==> config.mk <==
export PLATFORM = sky130hd
export DESIGN_NAME = sscc_section
export DESIGN_NICKNAME = d
export VERILOG_FILES = /design/src/design/sscc_pkg.sv /design/src/design/sscc_section.sv
export SDC_FILE = /design/constraint.sdc
export NUM_CORES = 1
export LEC_CHECK = 0
export BUFFER_PORTS_ARGS = -buffer_cell sky130_fd_sc_hd__buf_2
export CAP_MARGIN = 40
export CORE_MARGIN = 2
export CORE_UTILIZATION = 30
export DETAILED_ROUTE_END_ITERATION = 8
export GPL_TIMING_DRIVEN = 0
export MAX_ROUTING_LAYER = met4
export PLACE_DENSITY = 0.46
export SYNTH_ARGS = -nofsm -noshare
export SYNTH_HDL_FRONTEND = slang
export SYNTH_SLANG_ARGS = --single-unit
==> constraint.sdc <==
create_clock -name i_clk -period 4.2 [get_ports i_clk]
set_input_delay 0.63 -clock i_clk [delete_from_list [all_inputs] [get_ports i_clk]]
set_output_delay 0.63 -clock i_clk [all_outputs]
set_load 0.01 [all_outputs]
==> src/design/sscc_pkg.sv <==
// ----------------------------------------------------------------------------
// sscc_pkg: shared types and functions of the section CRC checker
// Holds the result codes, table classes, the stage structs, the byte-wide
// MPEG-2 CRC-32 update and the table id classifier.
// ----------------------------------------------------------------------------
package sscc_pkg;

    localparam int unsigned LenW   = 12;
    localparam int unsigned CountW = 13;
    localparam int unsigned CrcW   = 32;

    localparam logic [CrcW-1:0] CrcPoly = 32'h04C1_1DB7;
    localparam logic [CrcW-1:0] CrcInit = 32'hFFFF_FFFF;
    localparam logic [3:0]      LenHiMask = 4'hF;

    localparam logic [7:0] TidNitActual = 8'h40;
    localparam logic [7:0] TidNitOther  = 8'h41;
    localparam logic [7:0] TidSdtActual = 8'h42;
    localparam logic [7:0] TidSdtOther  = 8'h46;
    localparam logic [7:0] TidBat       = 8'h4A;

    // Header is table id plus two length bytes.
    localparam logic [CountW-1:0] HdrBytes = 13'd3;

    localparam logic [1:0] StatusOk         = 2'd0;
    localparam logic [1:0] StatusCrcFail    = 2'd1;
    localparam logic [1:0] StatusIncomplete = 2'd2;

    localparam logic [1:0] ClassNit     = 2'd0;
    localparam logic [1:0] ClassSdt     = 2'd1;
    localparam logic [1:0] ClassBat     = 2'd2;
    localparam logic [1:0] ClassUnknown = 2'd3;

    typedef struct packed {
        logic [7:0] data_byte;
        logic       end_of_buffer;
    } t_in_item;

    typedef struct packed {
        logic [1:0]        status;
        logic [7:0]        table_id;
        logic [1:0]        table_class;
        logic [CountW-1:0] consumed_length;
        logic              crc_mismatch;
    } t_result;

    typedef struct packed {
        logic    has_result;
        t_result result;
    } t_result_req;

    // MSB-first CRC-32 over one byte, no reflection.
    function automatic logic [CrcW-1:0] crc_byte(input logic [CrcW-1:0] crc_in,
                                                 input logic [7:0] data);
        logic [CrcW-1:0] c;
        c = crc_in ^ {data, 24'h00_0000};
        for (int i = 0; i < 8; i++) begin
            if (c[CrcW-1]) begin
                c = {c[CrcW-2:0], 1'b0} ^ CrcPoly;
            end else begin
                c = {c[CrcW-2:0], 1'b0};
            end
        end
        return c;
    endfunction

    function automatic logic [1:0] classify(input logic [7:0] tid);
        logic [1:0] cls;
        unique case (tid)
            TidNitActual, TidNitOther: cls = ClassNit;
            TidSdtActual, TidSdtOther: cls = ClassSdt;
            TidBat:                    cls = ClassBat;
            default:                   cls = ClassUnknown;
        endcase
        return cls;
    endfunction

endpackage

==> src/design/sscc_section.sv <==
// ----------------------------------------------------------------------------
// sscc_section: section tracker and CRC-32 update
// Captures the header, runs the CRC one byte per cycle unless a result waits
// on the output, and decides when a section completes or a buffer ends early.
// ----------------------------------------------------------------------------
module sscc_section (
    input  logic                 i_clk,
    input  logic                 i_rst_n,
    input  logic                 i_cfg_wr_en,
    input  logic                 i_cfg_wr_data,
    input  logic                 i_item_valid,
    input  sscc_pkg::t_in_item   i_item,
    input  logic                 i_out_free,
    output logic                 o_consume,
    output sscc_pkg::t_result_req o_req
);
    import sscc_pkg::*;

    logic [CrcW-1:0]   r_crc,     n_crc;
    logic [CountW-1:0] r_count,   n_count;
    logic [7:0]        r_tid,     n_tid;
    logic [LenW-1:0]   r_len,     n_len;
    logic              r_done,    n_done;
    logic              r_crc_check_enable;

    logic [CrcW-1:0]   crc_upd;
    logic [CountW-1:0] target;
    logic              complete;
    logic              mismatch;
    logic              fail;

    always_comb begin
        n_crc   = r_crc;
        n_count = r_count;
        n_tid   = r_tid;
        n_len   = r_len;
        n_done  = r_done;
        o_req   = '0;

        crc_upd  = crc_byte(r_crc, i_item.data_byte);
        target   = '0;
        complete = 1'b0;
        mismatch = (crc_upd != '0);
        fail     = mismatch && r_crc_check_enable;

        if (r_done) begin
            if (i_item.end_of_buffer) begin
                n_done = 1'b0;
            end
        end else begin
            case (r_count)
                13'd0:   n_tid = i_item.data_byte;
                13'd1:   n_len = {i_item.data_byte[3:0] & LenHiMask, 8'h00};
                13'd2:   n_len = {r_len[LenW-1:8], i_item.data_byte};
                default: n_len = r_len;
            endcase
            n_crc   = crc_upd;
            n_count = r_count + 13'd1;
            target  = {1'b0, n_len} + HdrBytes;
            complete = (n_count >= HdrBytes) && (n_count == target);

            if (complete) begin
                o_req.has_result             = 1'b1;
                o_req.result.status          = fail ? StatusCrcFail : StatusOk;
                o_req.result.table_id        = r_tid;
                o_req.result.table_class     = classify(r_tid);
                o_req.result.consumed_length = fail ? '0 : target;
                o_req.result.crc_mismatch    = mismatch;
                n_done = !i_item.end_of_buffer;
            end else if (i_item.end_of_buffer) begin
                o_req.has_result             = 1'b1;
                o_req.result.status          = StatusIncomplete;
                o_req.result.table_id        = '0;
                o_req.result.table_class     = ClassUnknown;
                o_req.result.consumed_length = '0;
                o_req.result.crc_mismatch    = 1'b0;
            end
        end

        // A buffer end always returns the section state to its idle values.
        if (i_item.end_of_buffer) begin
            n_crc   = CrcInit;
            n_count = '0;
            n_tid   = '0;
            n_len   = '0;
        end
    end

    // Bytes that give no result never wait on the output side.
    assign o_consume = i_item_valid && (i_out_free || !o_req.has_result);

    always_ff @(posedge i_clk) begin
        if (!i_rst_n) begin
            r_crc   <= CrcInit;
            r_count <= '0;
            r_tid   <= '0;
            r_len   <= '0;
            r_done  <= 1'b0;
        end else if (o_consume) begin
            r_crc   <= n_crc;
            r_count <= n_count;
            r_tid   <= n_tid;
            r_len   <= n_len;
            r_done  <= n_done;
        end
    end

    always_ff @(posedge i_clk) begin
        if (!i_rst_n) begin
            r_crc_check_enable <= 1'b1;
        end else if (i_cfg_wr_en) begin
            r_crc_check_enable <= i_cfg_wr_data;
        end
    end

endmodule

==> results of run 1 <==
## metrics by stage
step                setup slack [ns]  instance area, sq um  instances  utilization
floorplan                   -0.00677                  5210        634            -
global placement              -0.891                  5690        894        0.344
detailed placement            -0.873                  5720        899        0.346
CTS                           -0.550                  6410        943        0.388
global route                  -0.730                  6710        948        0.406
finish                        -0.519                  6710        948        0.406
## synthesized netlist by cell type (4+ instances only)
cell type                   instances  area (sq um)
sky130_fd_sc_hd__nand2b_1           9          56.3
sky130_fd_sc_hd__a2111oi_0         12           105
sky130_fd_sc_hd__and2_1            15          93.8
sky130_fd_sc_hd__or2_2              6          37.5
sky130_fd_sc_hd__buf_2              8          40.0
sky130_fd_sc_hd__dfxtp_1           67          1340
sky130_fd_sc_hd__a32o_1             8          80.1
sky130_fd_sc_hd__nand2_1           55           206
sky130_fd_sc_hd__o2bb2ai_1          7          61.3
sky130_fd_sc_hd__a211oi_1          14           105
sky130_fd_sc_hd__nor2_1            43           161
sky130_fd_sc_hd__a21oi_1           47           235
sky130_fd_sc_hd__a31oi_1            4          25.0
sky130_fd_sc_hd__nor3_1            11          55.1
sky130_fd_sc_hd__nand3_1           20           100
sky130_fd_sc_hd__nor4_1             4          25.0
sky130_fd_sc_hd__buf_4              5          37.5
sky130_fd_sc_hd__xor2_1            35           307
sky130_fd_sc_hd__o211ai_1           7          52.6
sky130_fd_sc_hd__xnor2_1           58           508
sky130_fd_sc_hd__clkbuf_1          27           101
sky130_fd_sc_hd__inv_1              6          22.5
sky130_fd_sc_hd__mux2i_1            5          50.1
sky130_fd_sc_hd__ha_1               6          75.1
sky130_fd_sc_hd__a221o_1            5          50.1
sky130_fd_sc_hd__nand4_1           13          81.3
sky130_fd_sc_hd__a22o_1            12           105
sky130_fd_sc_hd__and3_1             9          56.3
sky130_fd_sc_hd__o21ai_0           50           250
## power by group through the flow
stage                     sequential (mW)  clock [mW]  combinational [mW]
after floorplan                     0.711           0               0.543
after global placement              0.721           0               0.725
after detailed placement            0.721           0               0.732
after CTS                           0.707       0.737               0.769
after global routing                0.713       0.758               0.888
final                               0.708       0.722               0.816
## timing repair
item	4_1_cts	5_1_grt
setup buffers	29	8
pin swaps	16	9
cloned	2	1
endpoints found under the setup margin	89	79
gates resized for setup	47	64
## worst max-delay path by stage
stage | from | to | slack [ns]
detailed placement | r_count[0] | o_req[6] | -0.87
CTS | r_count[2] | o_req[24] | -0.55
finish | r_count[5] | o_req[13] | -0.52
global placement | r_count[0] | o_req[8] | -0.89
floorplan | r_count[5] | o_req[11] | -0.007
global route | r_count[5] | o_req[13] | -0.73
## registers in the layout, indices dropped and copies added, names as in the netlist
name,count
r_done,1
r_len,12
r_tid,8
r_count,13
r_crc,32
r_crc_check_enable,1
## per-layer routing
metal	track usage	wire length, um
met5	-	0
met4	0.0668	459
met3	0.0370	849
met2	0.359	9300
met1	0.254	7670
## area by class of cell
cell class	count	area, sq um
fillers	1675	9810
multi-input cells	517	3900
flip-flops and latches	67	1360
repair buffers	85	642
well taps	220	275
plain buffers	36	231
clock buffers	9	225
clock inverters	7	53.8
inverters	7	28.8
## kinds of logic after synthesis
logic type,count (synthesis),share of synthesized area
and+or+nand+nor,215,0.230
adders and majority gates,6,0.0148
AOI/OAI and AO/OA,196,0.264
DFF,67,0.265
muxes,5,0.00988
buffers and inverters,50,0.0472
xor gates and xnor gates,95,0.170
## placed cells by master (no fill, tap or decap), types with 19 or more instances in the layout
cell type / instances
sky130_fd_sc_hd__clkbuf_1: 19
sky130_fd_sc_hd__dfxtp_1: 58
sky130_fd_sc_hd__nand3_1: 20
sky130_fd_sc_hd__a21oi_1: 44
sky130_fd_sc_hd__xor2_1: 31
sky130_fd_sc_hd__o21ai_0: 47
sky130_fd_sc_hd__buf_4: 39
sky130_fd_sc_hd__nand2_1: 54
sky130_fd_sc_hd__xnor2_1: 57
sky130_fd_sc_hd__buf_2: 41
sky130_fd_sc_hd__nor2_1: 29
==> results.txt, run 1 <==
The run finished, with violations left. The slew at the pin closest to its max-slew limit came out at 0.867 ns. The clock reaches the later pin of the worst-skew pair after 0.35 ns.

The worst-case reg-to-reg path depth came out at 20. The instance count along the most critical hold path was 1. The signal on the critical path passes through nor4_4, and4_4, buf_6, and2_4, a22o_4, inv_4, ha_4, a221oi_4, nand3_4, or4_4, a31oi_4, o21ai_2, nor4b_4, buf_4, nand2_4, nor4b_4, buf_2. The final reports fail on negative setup slack. The floorplan die height was 134 um; the leftover overflow at the end of global routing was 0.

The power per cell area was 335 nW/um^2. The initial antenna violation count was 0. The register share of total power was 0.315; the number of global-route vias before repair was 5004. The logs give 9 for the clock buffer count from CTS and 0 for the count of nets left with antenna violations after detail routing. The logs give 0 for the final hold violation count and 13500 um for the post-detailed-placement half-perimeter wirelength. The horizontal die dimension is 134 um, and the switching power is 0.835 mW. The run gives 0.480 ns as the final worst hold slack.

Hold-fix buffer count after cts: 0. The number of top-level pins was 43. In this run the most critical hold path is launched from r_len[5].

The first global-routing pass estimated 28300 um of wire. The mapped netlist covers 5070 sq um. The area growth from synthesis to layout is 32.5%. Entering global routing, the biggest net connects 14 pins. Timing would allow up to 212 MHz. After technology mapping, the gate count stands at 634. The final layout contains routed wiring with a total length of 18300 um. The largest single stage delay on the critical path is 0.52 ns. The floorplan die area is 17900 sq um, and the number of diodes added for antenna fixing is 0.

For the number of detailed-route iterations in the first pass, the log shows 5. The fraction of the cycle the final worst path needs was 1.12; the time the worst path needs with I/O delays and setup was 4.72 ns. The summed negative setup slack over all endpoints was -13.12 ns. The first routing iteration left 306 violations. The fraction of registers with async set or reset after synthesis is 0. The prevailing post-synth register cell was sky130_fd_sc_hd__dfxtp_1.

The starting density of the core was 0.307. The root buffer cell chosen for the clock tree is sky130_fd_sc_hd__clkbuf_16. Critical path depth in cells: 17. The logs give 0.321 for the clock group share of total power and -0.519 ns for the final setup slack of the worst path. The run gives 0.265 as the sequential cell area fraction in the yosys report. Together, buffers and inverters on the worst path number 4. In the final routed layout, each cell accounts on average for 19.3 um.

STA classifies the critical path endpoint as an output pin. For the net count after synthesis, the log shows 655. The logs give 0 for the reported max-cap violation count and 28 for the setup-violating endpoint count in the final report. The share of cells above drive strength 1 is 0.280. In this design, the critical path's most frequently occurring cell is sky130_fd_sc_hd__nor4b_4. At the end of the flow, the number of nets in the layout was 744. The share of power burned in combinational logic is 0.363, and the sink count of the clock tree is 67. For the leakage power, the log shows 2.56 nW. The number of slew-limit violations in the final report is 0. The tools report the maximum buffer depth of the clock tree as 2. The yosys synthesis warning count was 0; the worst supply voltage drop on vdd was 0.000203 V. In this run, synthesis produced a sequential element count of 67. The destination of the worst hold path was r_len[5]. Worst-case headroom to the max-slew limit: 0.418.

For this run, design rule violations remaining after detail routing come to 0. Setup repair after global routing could not meet its margin everywhere. After clock tree synthesis, the clock-pin slew on the worst setup and hold paths is 0.06 ns. Synthesis instantiated 70 different standard cells from the library. The run gives 0.14 ns as the worst reg-to-reg setup slack. CTS built an H-tree with a depth of 3.

Input and output buffers added on the ports amount to 40. The routability congestion estimate from global placement is 0.878. The synthesized area per cell was 7.99 sq um.

Cell internal power was estimated by the tool at 1.41 mW. The number of synthesized flops with an enable pin is 0. For the area of the core, the log shows 16500 sq um. For the total power draw, the log shows 2.25 mW.

Of all nets on the critical path, the largest fanout is 4. At the worst endpoint, the required time is 3.57 ns. For this block, the via count after detailed routing is 5183. STA classifies the critical path startpoint as a flip-flop. In this run the core area contains 47 standard-cell rows. The worst hold path belongs to the class flip-flop to flip-flop. On the critical path the largest part of the delay comes from simple AND/OR/NAND/NOR gates.

TritonCTS built the clock tree. STA puts the critical path data arrival time at 4.09 ns. The post-detailed-route via-to-cell ratio works out to 5.47. The critical path is of the flip-flop to output pin type. The global router's overall resource usage is 0.211. The switching power as a share of total power was 0.372. Slowest stage cell on the critical path: sky130_fd_sc_hd__or4_4. The startpoint identified for the worst register-to-register timing path is r_count[5].

On the final layout, the worst clock skew is 0.00797 ns. The destination of the worst register-to-register timing path is r_crc[1].
Note: power is estimated with default switching activity, not from simulation.
==> run 2, diff against run 1 <==
- TNS_END_PERCENT: default -> 1
==> run 2 against run 1 <==
The flow still finishes with violations (negative setup slack). Cell count is 1.6% lower. Final area shrank 4.3%. Global-route usage decreased by 0.35 points. Clock-buffer cell count is the same. Power hardly changed. Register-to-register slack got worse by 0.02 ns. Routed wire length is 1.6% lower. Die area unchanged. Non-clock buffer count fell by 15. Sequential share of layout area is 0.83 points higher. Critical path depth unchanged. Hold slack improved by 0.0036 ns.
==> results.txt, run 2 (synthesis results as in run 1) <==
The run finished, with violations left. The checks that failed: negative setup slack. For this run, design rule violations remaining after detail routing come to 0. The floorplan die height works out to 134 um.

In the final design database the tool counted 729 nets. Leaving out fill and tap cells, the most frequent cell in the layout is sky130_fd_sc_hd__dfxtp_1. Entering global routing, the biggest net connects 13 pins.

The floorplan die area came out at 17900 sq um. The total power draw was 2.25 mW. The run gives 4938 as the number of global-route vias before repair.

The source of the worst register-to-register timing path was r_count[5]. For the clock buffer count from CTS, the log shows 9. By startpoint and endpoint, the worst setup path is classified as flip-flop to output pin.

The worst reg-to-reg setup slack was 0.12 ns; the share of cells above drive strength 1 was 0.232. In this run the number of H-tree levels came out at 3. For this run, the top clock speed supported by timing is 211 MHz. The kind of path behind the tightest hold check was flip-flop to flip-flop. The leakage power was 2.42 nW; the row count was 47. The run gives -0.894 ns as the post-placement worst setup slack. The first-iteration detailed-routing DRC count was 299. After detailed routing, the average wire length per cell comes to 19.3 um. For the worst flop-to-flop path, the logic depth is 18. The count of input and output buffers came out at 40. The number of placed instances, taps included, is 899. Power spread over the standard cell area amounts to 350 nW/um^2.

The run gives 0.307 as the starting density of the core. Registers take 1350 sq um. Counting along the longest clock path gives a buffer depth of 2. TritonCTS built the clock tree.

The logs give 0.35 ns for the clock latency reported for the late side of the worst-skew pair and 0.389 for the share of the core filled with cells. The hold path startpoint was r_len[6]. After legalization and detailed placement, the total HPWL measured 13500 um. In the routed layout, each cell is associated on average with a via count of 5.51. Library cell used as clock root buffer: sky130_fd_sc_hd__clkbuf_16. After filler insertion, the fill cell instance count of the layout stands at 1733.

The layout-stage area growth over the synthesis result came out at 26.7%. The instance count along the most critical hold path came out at 1. The tools report the leftover overflow at the end of global routing as 0. For hold timing, the worst endpoint is r_len[6]. Setup violations remaining at the end of the flow were counted as 28.

The slew at the pin closest to its max-slew limit came out at 0.886 ns. After clock tree synthesis, the clock-pin slew on the worst setup and hold paths is 0.06 ns. The worst setup skew after layout is 0.00805 ns. STA classifies the critical path endpoint as an output pin.

The multi-input combinational cells in the finished layout cover a total of 3750 sq um. The initial antenna violation count was 0. The global router's overall resource usage is 0.208.

The largest registers in the layout are r_crc: 32 flops, r_count: 13 flops, r_len: 12 flops. The run gives -0.538 ns as the final setup slack of the worst path. The register with the most flip-flops in the layout has 32 of them. Summing over every cut layer, the via total after detailed routing is 5144.

The horizontal die dimension was 134 um. The worst-case headroom to the max-slew limit was 0.405; the arrival time at the worst endpoint was 4.11 ns. The final hold violation count is 0, and the fraction of the cycle the final worst path needs is 1.13. The reported max-cap violation count was 0. Destination of the worst register-to-register timing path: r_crc[24].

The tools report the worst setup path startpoint as r_count[5]. Once detail routing completed, the nets flagged for antenna violations numbered 0. At the worst endpoint, the required time is 3.57 ns. Leaving out fill and tap cells, the most frequent cells in the layout are sky130_fd_sc_hd__dfxtp_1, sky130_fd_sc_hd__xnor2_1, sky130_fd_sc_hd__nand2_1, sky130_fd_sc_hd__o21ai_0, sky130_fd_sc_hd__a21oi_1.

In this run the worst path has a maximum fanout of 6. The number of slew-limit violations in the final report is 0. The first detailed-routing pass took 5 iterations. The time the worst path needs with I/O delays and setup works out to 4.74 ns. The first global-routing pass estimated 27900 um of wire.

For this design, the sink count on the clock tree is 67. Once layout is complete, the cells apart from fillers number 933. Wires add up to 18000 um. Routability-driven placement finished with a final weighted congestion of 0.845. Setup repair after global routing could not meet its margin everywhere.

For this design the top-level I/O count stands at 43. The region available for standard cell placement spans 16500 sq um. The largest register by flop count is r_crc. The worst supply voltage drop on vdd is 0.000205 V, and the hold-fix buffer count after cts is 0.

The worst setup path is launched from a flip-flop. The final worst hold slack is 0.483 ns.
run 2: cell types whose count changed in the layout (fill, tap and decap cells not counted), sizes merged:
cell      delta
clkinvlp     -1
diode        +1
clkbuf       +3
bufinv       +1
inv          -1
buf         -18
run 2: layout make-up:
| type | count | share of cell area |
|---|---|---|
| clock buffer | 9 | 0.0351 |
| clock inverter | 6 | 0.0105 |
| sequential | 67 | 0.210 |
| multi-input combinational | 517 | 0.585 |
| inverter | 7 | 0.00409 |
| tap | 220 | 0.0429 |
| antenna | 1 | 0.000390 |
| buffer | 38 | 0.0347 |
| timing repair buffer | 68 | 0.0775 |
run 2: what timing repair did:
action	4_1_cts	5_1_grt
buffers inserted	17	4
gates resized for setup	37	26
gates cloned	1	0
pin swaps	13	14
endpoints found under the setup margin	92	83
run 2: routing by layer:
| metal | up-vias | track usage | part of all wire |
|---|---|---|---|
| met5 | - | - | 0 |
| met4 | 0 | 0.0615 | 0.028 |
| met3 | 40 | 0.0363 | 0.040 |
| met2 | 142 | 0.353 | 0.50 |
| met1 | 2480 | 0.252 | 0.43 |
| li1 | 2482 | - | - |
run 2: critical path: stages, from the launching register on:
cell	delay (ns)
sky130_fd_sc_hd__dfxtp_4	0.37
sky130_fd_sc_hd__nor4_4	0.30
sky130_fd_sc_hd__and4_4	0.29
sky130_fd_sc_hd__buf_6	0.13
sky130_fd_sc_hd__and2_4	0.17
sky130_fd_sc_hd__a22o_4	0.12
sky130_fd_sc_hd__inv_2	0.04
sky130_fd_sc_hd__ha_4	0.16
sky130_fd_sc_hd__a221oi_4	0.30
sky130_fd_sc_hd__nand3_4	0.14
sky130_fd_sc_hd__or4_4	0.51
sky130_fd_sc_hd__a31oi_4	0.20
sky130_fd_sc_hd__o21ai_2	0.10
sky130_fd_sc_hd__nor4b_4	0.23
sky130_fd_sc_hd__buf_6	0.16
sky130_fd_sc_hd__nand2_8	0.08
sky130_fd_sc_hd__nor4b_4	0.28
sky130_fd_sc_hd__buf_2	0.17
run 2: worst max-delay path by stage:
stage,end,slack (ns),depth (start not counted)
CTS,o_req[14],-0.63,16
floorplan,o_req[11],-0.01,15
finish,o_req[13],-0.54,17
global route,o_req[13],-0.73,15
detailed placement,o_req[6],-0.89,16
global placement,o_req[5],-0.89,16
run 2: report_power, final:
| part | internal [mW] | total (mW) | switching, mW | leakage (nW) |
|---|---|---|---|---|
| sequential | 0.674 | 0.708 | 0.0339 | 0.549 |
| combinational | 0.309 | 0.778 | 0.469 | 1.73 |
| clock | 0.457 | 0.762 | 0.306 | 0.137 |
run 2: through the flow:
| step | instance area, sq um | setup TNS, ns |
|---|---|---|
| after floorplan | 5210 | -0.0703 |
| after global placement | 5690 | -31.70 |
| after detailed placement | 5720 | -34.14 |
| after CTS | 6310 | -15.54 |
| after global routing | 6420 | -16.69 |
| final | 6420 | -11.63 |
==> run 3, diff against run 2 <==
==> constraint.sdc (replaced) <==
create_clock -name i_clk -period 4.2 [get_ports i_clk]
set_input_delay 0.84 -clock i_clk [delete_from_list [all_inputs] [get_ports i_clk]]
set_output_delay 0.84 -clock i_clk [all_outputs]
set_load 0.01 [all_outputs]
==> run 3 against run 2 <==
The run still ends with negative setup slack left. Combinational power grew 4.1%. Global-route usage up 0.061 points. Clock-buffer cell count is the same. Setup slack worse by 0.16 ns. Clock skew is 0.0015 ns higher. First-iteration DRC count rose by 48%. Core utilization grew 1.3 points. Cell count is 0.64% higher. Die area did not move. Largest power group unchanged.
==> results.txt, run 3 (synthesis results as in run 1) <==
Final hold violation count: 0. Of all nets on the critical path, the largest fanout is 6. Measured in cells, the most critical reg-to-reg path has a length of 20. The kind of start point of the critical path is a flip-flop.

For this run, the post-layout net count is 735. The library cells used most frequently in the layout, excluding fill and tap cells, are sky130_fd_sc_hd__dfxtp_1, sky130_fd_sc_hd__nand2_1, sky130_fd_sc_hd__xnor2_1, sky130_fd_sc_hd__o21ai_0, sky130_fd_sc_hd__a21oi_1. Setup repair after global routing could not meet its margin everywhere. Worst-case headroom to the max-slew limit: 0.384.

The most common library cell in the layout ignoring fill and taps is sky130_fd_sc_hd__dfxtp_1. Entering global routing, the biggest net connects 14 pins. In this run the register-to-register setup slack is 0.03 ns. The floorplan die height works out to 134 um.

Input and output buffers added on the ports amount to 40. For the number of global-route vias before repair, the log shows 4903. The leakage power was 2.51 nW.

The kind of path behind the tightest hold check was flip-flop to flip-flop. The floorplan step defined a die boundary enclosing 17900 sq um. Derived from the worst setup path, the maximum achievable clock frequency is 204 MHz. In the routed layout, each cell is associated on average with a via count of 5.49. The sink count of the clock tree came out at 67. STA puts the critical path data arrival time at 4.06 ns. The first-iteration detailed-routing DRC count is 443. Path type of the worst setup path: flip-flop to output pin.

The share of cells above drive strength 1 works out to 0.266. At the pin with the least slew margin, the transition time is 0.917 ns. The first global-routing pass estimated 27800 um of wire. Count of nets left with antenna violations after detail routing: 0. Final setup slack of the worst path: -0.696 ns. The final layout contains routed wiring with a total length of 18000 um. At the end of routability-driven placement, the weighted congestion stood at 0.862. The register with the most flip-flops in the layout has 32 of them. r_crc holds more flip-flops than any other register. After clock tree synthesis, the clock-pin slew on the worst setup and hold paths is 0.06 ns. In this run the clock root is driven by a sky130_fd_sc_hd__clkbuf_16. The largest registers in the layout are r_crc: 32 flops, r_count: 13 flops, r_len: 12 flops.

The tools report the post-detailed-placement half-perimeter wirelength as 13500 um. The run finished, with violations left. The tools report the global router's overall resource usage as 0.208.

TritonCTS built the clock tree. The critical path capture point type was an output pin. The logs give 0.00958 ns for the worst setup skew after layout and 47 for the row count.

The tools report the initial antenna violation count as 0. The tools report the number of detailed-route iterations in the first pass as 5. In this run the critical register-to-register path is captured at r_crc[2]. The total power draw was 2.30 mW.

The tool flagged a number of max-cap violations equal to 0. The layout-stage area growth over the synthesis result works out to 31.1%. The worst setup path startpoint is r_count[5]. After detailed routing, the average wire length per cell comes to 19.2 um.

The worst setup path endpoint is o_req[15]. Setup-violating endpoint count in the final report: 28. The region available for standard cell placement spans 16500 sq um.

The run gives 0.307 as the starting density of the core. After detailed routing, the number of remaining DRC violations is 0. Data on the critical path is required at its endpoint by 3.36 ns. Power per cell area: 347 nW/um^2.

Fill cells in the final layout number 1676. The clock passes through at most 2 buffers. Summing all placed instances gives a cell area of 5730 sq um.

Horizontal die dimension: 134 um. The hold-fix buffer count after cts is 0, and the fraction of the cycle the final worst path needs is 1.17. The tools report the worst supply voltage drop on vdd as 0.000253 V. In this run the critical register-to-register path is launched from r_count[5]. The number of slew-limit violations in the final report was 0; the clock buffer count from CTS was 9. After routing the design area is 6640 sq um. The H-tree was split into 3 levels. Summing over every cut layer, the via total after detailed routing is 5157. For the number of top-level pins, the log shows 43. The time the worst path needs with I/O delays and setup is 4.90 ns. After global routing the overflow that remains totals 0.

For the worst-skew pair, the clock arrives at the later sink with an insertion delay of 0.35 ns. The final reports fail on negative setup slack. The number of diodes added for antenna fixing came out at 0.
run 3: changes by cell type in the layout (fill, tap and decap cells not counted), moves of 3 or more:
cell                        previous run  this run
sky130_fd_sc_hd__xor2_2                1         4
sky130_fd_sc_hd__xor2_1               34        30
sky130_fd_sc_hd__a2111oi_0             8         5
sky130_fd_sc_hd__xnor2_1              58        54
sky130_fd_sc_hd__xnor2_2               0         4
sky130_fd_sc_hd__buf_4                26        31
run 3: power breakdown:
part	switching (mW)	total, mW	internal, mW
logic	0.483	0.810	0.327
clock network	0.322	0.785	0.464
registers	0.0357	0.709	0.673
run 3: area by class of cell:
class | count | area, sq um | area share
Tap cell | 220 | 275 | 0.0414
Sequential cell | 67 | 1360 | 0.204
Timing Repair Buffer | 74 | 543 | 0.0817
Multi-Input combinational cell | 517 | 3900 | 0.588
Clock inverter | 7 | 76.3 | 0.0115
Buffer | 38 | 238 | 0.0358
Clock buffer | 9 | 225 | 0.0339
Inverter | 7 | 26.3 | 0.00396
run 3: worst max-delay path, cell delays in order, from the launching register on:
cell	delay, ns
sky130_fd_sc_hd__dfxtp_4	0.36
sky130_fd_sc_hd__nor4_4	0.29
sky130_fd_sc_hd__and4_4	0.28
sky130_fd_sc_hd__buf_6	0.12
sky130_fd_sc_hd__and2_4	0.17
sky130_fd_sc_hd__a22o_4	0.13
sky130_fd_sc_hd__inv_2	0.04
sky130_fd_sc_hd__ha_4	0.17
sky130_fd_sc_hd__a221oi_4	0.31
sky130_fd_sc_hd__nand3_4	0.15
sky130_fd_sc_hd__or4_4	0.52
sky130_fd_sc_hd__a31oi_4	0.19
sky130_fd_sc_hd__buf_4	0.14
sky130_fd_sc_hd__o211a_4	0.21
sky130_fd_sc_hd__and2_4	0.19
sky130_fd_sc_hd__and4b_2	0.26
sky130_fd_sc_hd__a21oi_2	0.06
sky130_fd_sc_hd__buf_2	0.13
run 3: worst min-delay path by stage:
stage                endpoint  slack (ns)      start  cells past startpoint
global route         r_len[5]        0.49   r_len[5]                      1
detailed placement  r_len[10]        0.45  r_len[10]                      1
floorplan           r_len[10]        0.43  r_len[10]                      1
finish               r_len[6]        0.48   r_len[6]                      1
global placement    r_len[10]        0.45  r_len[10]                      1
CTS                 r_len[10]        0.47  r_len[10]                      1
run 3: routing by layer:
| layer | track usage | wire, um | vias to the layer above |
|---|---|---|---|
| met5 | - | 0 | - |
| met4 | 0.0650 | 373 | 0 |
| met3 | 0.0340 | 726 | 29 |
| met2 | 0.351 | 9170 | 157 |
| met1 | 0.255 | 7730 | 2487 |
| li1 | - | - | 2484 |
run 3: metrics by stage:
step	setup WS (ns)	hold WS, ns	utilization	instances	setup TNS [ns]
2_1_floorplan	-0.215	0.433	-	634	-4.11
3_3_place_gp	-1.23	0.450	0.345	894	-35.05
3_5_place_dp	-1.26	0.447	0.347	898	-39.20
4_1_cts	-0.843	0.467	0.387	933	-20.69
5_1_grt	-0.853	0.492	0.402	939	-23.76
6_report	-0.696	0.482	0.402	939	-17.53
run 3: repair_timing:
action	4_1_cts	5_1_grt
buffers inserted	21	8
gates cloned	1	0
gates resized for setup	50	45
pin swaps	16	17
endpoints found under the setup margin	90	76
